## src/spq_pkg.sv

```systemverilog
package spq_pkg;

  localparam int SPQ_CAPACITY = 16;

  localparam logic CMD_ENQ = 1'b0;
  localparam logic CMD_DEQ = 1'b1;

  localparam logic [1:0] ST_INSERTED = 2'd0;
  localparam logic [1:0] ST_REMOVED  = 2'd1;
  localparam logic [1:0] ST_EMPTY    = 2'd2;
  localparam logic [1:0] ST_FULL     = 2'd3;

  typedef struct packed {
    logic               cmd;
    logic signed [31:0] key;
    logic        [31:0] payload;
  } spq_req_t;

  typedef struct packed {
    logic        [1:0]  status;
    logic signed [31:0] out_key;
    logic        [31:0] out_payload;
  } spq_rsp_t;

  typedef struct packed {
    logic signed [31:0] key;
    logic        [31:0] payload;
  } spq_entry_t;

  // Per-cycle command broadcast to every cell of the chain.
  typedef struct packed {
    logic enq;
    logic deq;
  } spq_ctl_t;

endpackage

```

## src/spq_cell.sv

```systemverilog
module spq_cell
  import spq_pkg::*;
(
  input  logic       clk,
  input  spq_ctl_t   ctl,
  input  logic       occupied,
  input  logic       left_gt,
  input  spq_entry_t left_entry,
  input  spq_entry_t right_entry,
  input  spq_entry_t new_entry,
  output spq_entry_t entry,
  output logic       gt
);

  // A free slot or a strictly larger key marks where the new entry belongs.
  // Equal keys stay ahead, so equal keys leave in arrival order.
  assign gt = !occupied || ($signed(entry.key) > $signed(new_entry.key));

  always_ff @(posedge clk) begin
    if (ctl.deq) begin
      entry <= right_entry;
    end else if (ctl.enq && gt) begin
      if (left_gt) begin
        entry <= left_entry;
      end else begin
        entry <= new_entry;
      end
    end
  end

endmodule

```

## src/sorted_priority_queue_core.sv

```systemverilog
// Sorted priority queue core.
//
// Requests arrive on the req channel (req_valid, req_stall, req). Each
// request is an enqueue of a signed key with a payload tag, or a dequeue
// of the entry with the smallest key. Every request yields exactly one
// response on the rsp channel (rsp_valid, rsp_stall, rsp) carrying a
// status: inserted, removed, empty or full. Only a removal returns a key
// and payload; all other responses carry zeros there.
//
// Storage is a row of CAPACITY cells. On each accepted request every cell
// compares its key with the incoming one in parallel and either holds,
// takes its left neighbor, takes the new entry or takes its right
// neighbor, so the whole request completes at the edge that accepts it.
// rsp is registered at that edge; rsp_valid rises in the cycle after, and
// one request is taken per cycle as long as the response side keeps up.
// The response register decouples the sides: req_stall rises only while a
// response is held and the receiver stalls it; the held response stays
// stable until taken. Reset empties the queue and drops any pending
// response; cell contents are not cleared, the entry count alone says
// which cells hold data.
module sorted_priority_queue_core
  import spq_pkg::*;
#(
  parameter int CAPACITY = SPQ_CAPACITY
) (
  input  logic     clk,
  input  logic     rst,
  input  logic     req_valid,
  output logic     req_stall,
  input  spq_req_t req,
  output logic     rsp_valid,
  input  logic     rsp_stall,
  output spq_rsp_t rsp
);

  localparam int CW = $clog2(CAPACITY + 1);

  logic [CW-1:0] count;
  logic [CW-1:0] count_next;
  logic          accept;
  logic          full;
  logic          empty;
  spq_ctl_t      ctl;
  spq_entry_t    new_entry;
  spq_entry_t    cell_entry [CAPACITY];
  logic          cell_gt    [CAPACITY];
  logic          cell_occ   [CAPACITY];
  spq_rsp_t      rsp_next;

  // A new request is refused only while a response waits on a stalled sink.
  assign req_stall = rsp_valid && rsp_stall;
  assign accept    = req_valid && !req_stall;

  assign full  = (count == CW'(CAPACITY));
  assign empty = (count == '0);

  // Rejected operations (full enqueue, empty dequeue) leave the chain alone.
  assign ctl.enq = accept && (req.cmd == CMD_ENQ) && !full;
  assign ctl.deq = accept && (req.cmd == CMD_DEQ) && !empty;

  assign new_entry.key     = req.key;
  assign new_entry.payload = req.payload;

  genvar i;
  generate
    for (i = 0; i < CAPACITY; i++) begin : g_cell
      // The first count cells hold valid, sorted data.
      assign cell_occ[i] = (count > CW'(i));

      if (i == 0) begin : g_first
        spq_cell u_cell (
          .clk         (clk),
          .ctl         (ctl),
          .occupied    (cell_occ[i]),
          .left_gt     (1'b0),
          .left_entry  (new_entry),
          .right_entry (cell_entry[i+1]),
          .new_entry   (new_entry),
          .entry       (cell_entry[i]),
          .gt          (cell_gt[i])
        );
      end else if (i == CAPACITY - 1) begin : g_last
        spq_cell u_cell (
          .clk         (clk),
          .ctl         (ctl),
          .occupied    (cell_occ[i]),
          .left_gt     (cell_gt[i-1]),
          .left_entry  (cell_entry[i-1]),
          .right_entry (cell_entry[i]),
          .new_entry   (new_entry),
          .entry       (cell_entry[i]),
          .gt          (cell_gt[i])
        );
      end else begin : g_mid
        spq_cell u_cell (
          .clk         (clk),
          .ctl         (ctl),
          .occupied    (cell_occ[i]),
          .left_gt     (cell_gt[i-1]),
          .left_entry  (cell_entry[i-1]),
          .right_entry (cell_entry[i+1]),
          .new_entry   (new_entry),
          .entry       (cell_entry[i]),
          .gt          (cell_gt[i])
        );
      end
    end
  endgenerate

  always_comb begin
    count_next = count;
    if (ctl.enq) begin
      count_next = count + CW'(1);
    end else if (ctl.deq) begin
      count_next = count - CW'(1);
    end
  end

  // The head cell always holds the smallest key, so a removal reads it.
  always_comb begin
    rsp_next.out_key     = '0;
    rsp_next.out_payload = '0;
    if (req.cmd == CMD_ENQ) begin
      rsp_next.status = full ? ST_FULL : ST_INSERTED;
    end else if (empty) begin
      rsp_next.status = ST_EMPTY;
    end else begin
      rsp_next.status      = ST_REMOVED;
      rsp_next.out_key     = cell_entry[0].key;
      rsp_next.out_payload = cell_entry[0].payload;
    end
  end

  always_ff @(posedge clk) begin
    if (rst) begin
      count     <= '0;
      rsp_valid <= 1'b0;
    end else begin
      count <= count_next;
      if (accept) begin
        rsp_valid <= 1'b1;
      end else if (!rsp_stall) begin
        rsp_valid <= 1'b0;
      end
    end
  end

  always_ff @(posedge clk) begin
    if (accept) begin
      rsp <= rsp_next;
    end
  end

endmodule

```

## config.mk

```make
export PLATFORM = sky130hd
export DESIGN_NAME = sorted_priority_queue_core
export DESIGN_NICKNAME = d
export VERILOG_FILES = /design/src/spq_pkg.sv /design/src/spq_cell.sv /design/src/sorted_priority_queue_core.sv
export SDC_FILE = /design/constraint.sdc
export NUM_CORES = 2
export LEC_CHECK = 0
export ABC_AREA = 1
export BUFFER_PORTS_ARGS = -buffer_cell sky130_fd_sc_hd__buf_2
export CORE_AREA = 2 2 344 414
export CTS_BUF_LIST = sky130_fd_sc_hd__clkbuf_8
export DETAILED_ROUTE_END_ITERATION = 12
export DIE_AREA = 0 0 346 416
export PLACE_DENSITY = 0.66
export SYNTH_ARGS = -nofsm -noshare
export SYNTH_HDL_FRONTEND = slang
export SYNTH_HIERARCHICAL = 1
export SYNTH_SLANG_ARGS = --single-unit
```

## constraint.sdc

```tcl
create_clock -name clk -period 5.13 [get_ports clk]
set_clock_uncertainty 0.15 [all_clocks]
set_input_delay 0.513 -clock clk [delete_from_list [all_inputs] [get_ports clk]]
set_output_delay 0.513 -clock clk [all_outputs]
set_load 0.02 [all_outputs]
```

======== Yosys cells after proc, flatten, opt, wreduce, memory -nomap -nowiden ========
Index checks and enable logic that the tools add are counted.
storage, ports and cells
  bits of input ports ..................... 69
  register bits ........................... 1,096
  output and inout bits ................... 68
  word-level logic and storage cells ...... 203
cells by class
  add/subtract/negate cells ............... 2
  $lt $le $gt $ge ......................... 32
  reductions and logical operators ........ 76
  eq/ne operators ......................... 2
  multiplexer cells ....................... 52
  bitwise logic cells ..................... 2
operator list
  operator                                                                          count
  64-bit 2-to-1 mux                                                                 45
  32-bit greater-than comparator                                                    16
  5-bit by 4-bit greater-than comparator with 1-bit output (second input constant)  8
  2-bit nonzero test                                                                16
  1-bit logical AND                                                                 22
  5-bit by 3-bit greater-than comparator with 1-bit output (second input constant)  4
  1-bit logical NOT                                                                 19
  1-bit logical OR                                                                  16
  5-bit by 1-bit greater-than comparator with 1-bit output (second input constant)  2
  5-bit by 2-bit greater-than comparator with 1-bit output (second input constant)  2
  5-bit 2-to-1 mux                                                                  2
  2-bit 2-to-1 mux                                                                  3
  5-bit by 1-bit adder with 5-bit output (second input constant)                    1
  5-bit == test (second input constant)                                             1
  5-bit logical NOT                                                                 1
  5-bit by 1-bit subtractor with 5-bit output (second input constant)               1
  1-bit 2-to-1 mux                                                                  2
  2-bit by 1-bit != test with 1-bit output (second input constant)                  1
  1-bit NOT                                                                         2
  2-bit AND reduction                                                               1
  2-bit OR reduction                                                                1

======== Logic depth before layout (Yosys ltp) ========
  depth after elaboration ................. 8
  gate-level depth with buffers ........... 21
  mapped depth without buffers ............ 19

======== Hierarchy ========
Netlist, hierarchy kept.
modules (own cells, without submodules)
  module                                    instances  area an instance (um^2)  cells each  sequential area each (um^2)
  spq_cell at g_cell[0].g_first.u_cell ...  13         4,107.7                  466         1,921.8
  spq_cell at g_cell[8].g_mid.u_cell ...    2          4,141.5                  478         1,921.8
  spq_cell at g_cell[7].g_mid.u_cell        1          4,126.5                  469         1,921.8
  sorted_priority_queue_core                1          3,703.6                  318         2,102.0

======== Worst setup path before layout ========
No wires, ideal clock.
  kind .................................... register to register
  from .................................... reg count[0]
  to ...................................... reg g_cell[8].g_mid.u_cell/entry[0] (netlist name), enable pin
  path slack .............................. 1,281 ps
  path buffers ............................ 3
  library setup time ...................... 424 ps
  required time ........................... 4,556 ps
  data arrival time ....................... 3,275 ps
  period minus slack after synthesis ...... 3,849 ps
  stages on the path, launching flop included .. 11
  cells stage by stage .................... dfxtp_1 > inv_1 > ha_1 > nand3_4 > nand2_2 > inv_2 > buf_2 > inv_1 > buf_2 > buf_2 > nand2_1
RTL lines
  what                    line                               RTL
  from (decl)             sorted_priority_queue_core.sv:38   logic [CW-1:0] count;
  from (signal assigned)  sorted_priority_queue_core.sv:139  count <= count_next;
  to (signal assigned)    spq_cell.sv:21                     entry <= right_entry;
  to (signal assigned)    spq_cell.sv:24                     entry <= left_entry;
  to (signal assigned)    spq_cell.sv:26                     entry <= new_entry;
  to (decl)               spq_cell.sv:11                     output spq_entry_t entry,

==> impl_metrics.tcl <==
set metrics [dict create \
    run_status "complete, no violations" \
    critical_path.startpoint_type "flip-flop" \
    layout.area.seq_um2 32900 \
    drt-total-wl_um 179000 \
    grt_antenna_before_repair 1 \
    worstMarginPinSlew_ns 1.02 \
    synthCells 7801 \
    seq_area_frac_synth_pct 47.3 \
    cts_root_buffer "clkbuf_8" \
    cts.repair.resized 0 \
    detail_route.drc_violations 0 \
    cp-end-kind "flip-flop" \
    hpwl_um 132000 \
    critical-path-max-stage-delay_ns 0.66 \
    die_w_um 346 \
    cp-startpoint "count[1]" \
    hold_violations_final 0 \
    pwr-share-comb_pct 32.9 \
    clock.fmax_mhz 252 \
    grt_max_degree 101 \
    clock-sinks 1096 \
    avgRoutedWirePerCell_um 18.3 \
    syn_area_per_cell_um2 8.91 \
    floorplan.initialDensity_pct 49.6 \
    critical_path.cell_chain "inv_1, ha_1, nand3_4, nand2_2, inv_8, buf_4, inv_2, buf_4, o211ai_1, o21a_1" \
    timing.rr.start "count[1]" \
    powerDensity_nw_per_um2 428 \
    via_count 55200 \
    clk_transition_reported_paths_ns 0.06 \
    period_minus_slack_ns 3.96 \
    seqPwrFrac_pct 44.6 \
    cts_htree_levels 4 \
    die-height_um 416 \
    unrepaired_setup_endpoints_after_global_routing "no" \
    timing.final.crit_share_pct 77.2 \
    clk_path_buf_depth 3 \
    cellInternalPower_uw 20500 \
    yosys_warn_count 6 \
    final.fill_count 12700 \
    core_area_um2 140000 \
    grt_first_pass_wirelength_um 288000 \
    maxCapViolations 0 \
    timing.setup.tns_ns 0 \
    ys_top_cells_by_area "edfxtp_1 (47%), a21oi_1 (9.5%), ha_1 (9.3%)" \
    drive_gt1_share_pct 8.47 \
    place.gp.congestion 0.853 \
    drt-pass1-iter-count 6 \
    power.clock.fraction_pct 22.5 \
    area_delta_synth_final_pct 8.32 \
    clock_latency_ns 0.93 \
    instances_no_fill 9799 \
    worst_hold_path_type "in2reg" \
    portBuffers 136 \
    numnets_final 8400 \
    post-synth-top-area-cell "edfxtp_1" \
    cp_top_family "buffers and inverters" \
    cts-buffers-inserted 183 \
    fin_max_slew_vios 0 \
    crit_path_top_delay_cell "buf_4" \
    finalSetupViolations 0 \
    mappedNetlistArea_um2 69500 \
    hold_start "req[61]" \
    vias_per_cell 5.63 \
    crit_type "reg2reg" \
    flop_and_latch_count_out_of_synthesis 1096 \
    grt_pass1_vias 53200 \
    synth_top_area_share_pct 47.1 \
    power.switching_fraction_pct 36.4 \
    crit_top_cell "buf_4" \
    remaining_number_of_nets_flagged_by_the_antenna_check_after_routing 0 \
    rows 151 \
    required_ns 5.63 \
    boundaryPins 137 \
    switching_power_uw 11700 \
    cts_tree "done" \
    detail_route.iter0.violations 5292 \
    critical_path_buf_inv_count 5 \
    critPathMaxFanout 100 \
    globalRouteOverflowTotal 0 \
    fp.dieArea_um2 144000 \
    vdd.ir_drop.worst_v 0.000235 \
    grt_usage_pct 24.4 \
    cp.arrival_ns 4.46 \
    p_leak_uw 0.0314 \
    count_of_different_cell_masters_after_synthesis 42 \
    placed_cell_count 9428 \
    multi_input_area_um2 31900 \
    slew_headroom_pct 31.5 \
]
flip-flops by register name, indices dropped and copies added, names as in the netlist:
| register | count |
|---|---|
| count | 5 |
| g_cell.g_mid.u_cell/entry | 896 |
| rsp_valid | 1 |
| rsp | 66 |
| g_cell.g_last.u_cell/entry | 64 |
| g_cell.g_first.u_cell/entry | 64 |
worst min-delay path, delay by kind of cell:
family | cells | cell delay (ns)
buffers and inverters | 2 | 0.39
AOI/OAI and AO/OA | 2 | 0.19
cell families after synthesis:
kind of cell / share of synthesized area (%)
AND/OR/NAND/NOR: 15.7
AO/OA/AOI/OAI: 20.6
buffers and inverters: 7.10
flip-flops: 47.3
adder cells (fa/ha/maj): 9.32
XOR/XNOR: 0.0252
other: 0.00539
path summary, 6_finish.rpt:
check / end / slack [ns] / cells after the start
max: g_cell[5].g_mid.u_cell/entry[49] / 1.17 / 10
min: g_cell[15].g_last.u_cell/entry[61] / 0.18 / 4
max reg2reg: g_cell[5].g_mid.u_cell/entry[49] / 1.17 / 10
min reg2reg: g_cell[8].g_mid.u_cell/entry[54] / 0.43 / 1
cell usage after synthesis (all sizes together):
master and number:
a21boi 3, ha 518, a31oi 2, conb 1, edfxtp 1090, o21ai 40, nand3b 1, o31ai 1
a21o 18, clkinv 16, buf 263, nor3b 3, nor3 15, o211ai 464, nand2 1691, nor2 797
o21a 491, inv 754, a21oi 1335, dfxtp 6, clkbuf 178, nand4 46, nand3 66, xor2 2
what timing repair did:
action,CTS,global route
buffers inserted,0,0
hold endpoints to repair,522,0
hold buffers,36,0
layout make-up:
type | instances | area share [%]
Sequential cell | 1096 | 43.6
Antenna cell | 1 | 0.00332
Clock buffer | 187 | 3.42
Timing Repair Buffer | 265 | 2.74
Inverter | 770 | 3.86
Tap cell | 1836 | 3.05
Clock inverter | 147 | 0.985
Multi-Input combinational cell | 5497 | 42.3
layout by cell type, fill, tap and decap left out, types with 3 or more instances in the layout:
| cell type | instances |
|---|---|
| ha_1 | 518 |
| o211ai_1 | 464 |
| clkinv_8 | 3 |
| clkbuf_8 | 187 |
| dfxtp_1 | 6 |
| buf_2 | 136 |
| clkinvlp_4 | 5 |
| nor2_4 | 54 |
| nand2_1 | 1639 |
| buf_12 | 26 |
| a21oi_1 | 1322 |
| o21a_1 | 491 |
| nand4_2 | 15 |
| inv_2 | 21 |
| nand4_1 | 31 |
| clkinv_1 | 58 |
| conb_1 | 4 |
| o21ai_0 | 39 |
| clkinv_2 | 15 |
| nor2_1 | 712 |
| inv_1 | 803 |
| inv_12 | 3 |
| buf_4 | 67 |
| nand2_2 | 36 |
| inv_8 | 3 |
| edfxtp_1 | 1090 |
| a21o_1 | 18 |
| dlygate4sd3_1 | 36 |
| nand3_1 | 47 |
| nor3b_2 | 3 |
| nand3_2 | 17 |
| nor2_2 | 30 |
| nor3_2 | 13 |
| nand2_4 | 15 |
| a21oi_2 | 13 |
per-layer routing:
layer / share of wire, % / wire length (um) / global-route usage, %
met4: 2.4 / 4250 / 7.42
met3: 7.3 / 13100 / 3.41
met2: 44 / 78100 / 37.3
met5: 0 / 0 / 0
met1: 47 / 83700 / 35.9
power by group through the flow:
stage          combinational (uW)  sequential, uW  clock (uW)
4_1_cts                     10600           14400        7440
2_1_floorplan                8030           14100           0
3_5_place_dp                10500           14500           0
5_1_grt                     12000           14600        7760
3_3_place_gp                10100           14500           0
6_report                    10600           14400        7240
stage by stage:
stage	utilization [%]	hold slack, ns	total power, uW	setup WS [ns]	cell area, um^2
6_report	53.7	0.176	32200	1.17	75300
5_1_grt	53.7	0.141	34400	0.952	75300
4_1_cts	53.7	0.0612	32400	1.24	75300
3_5_place_dp	51.1	0.357	25000	0.713	71600
3_3_place_gp	51.1	0.340	24600	0.866	71600
2_1_floorplan	-	0.395	22100	1.28	69500
(Power assumes the default switching activity.)
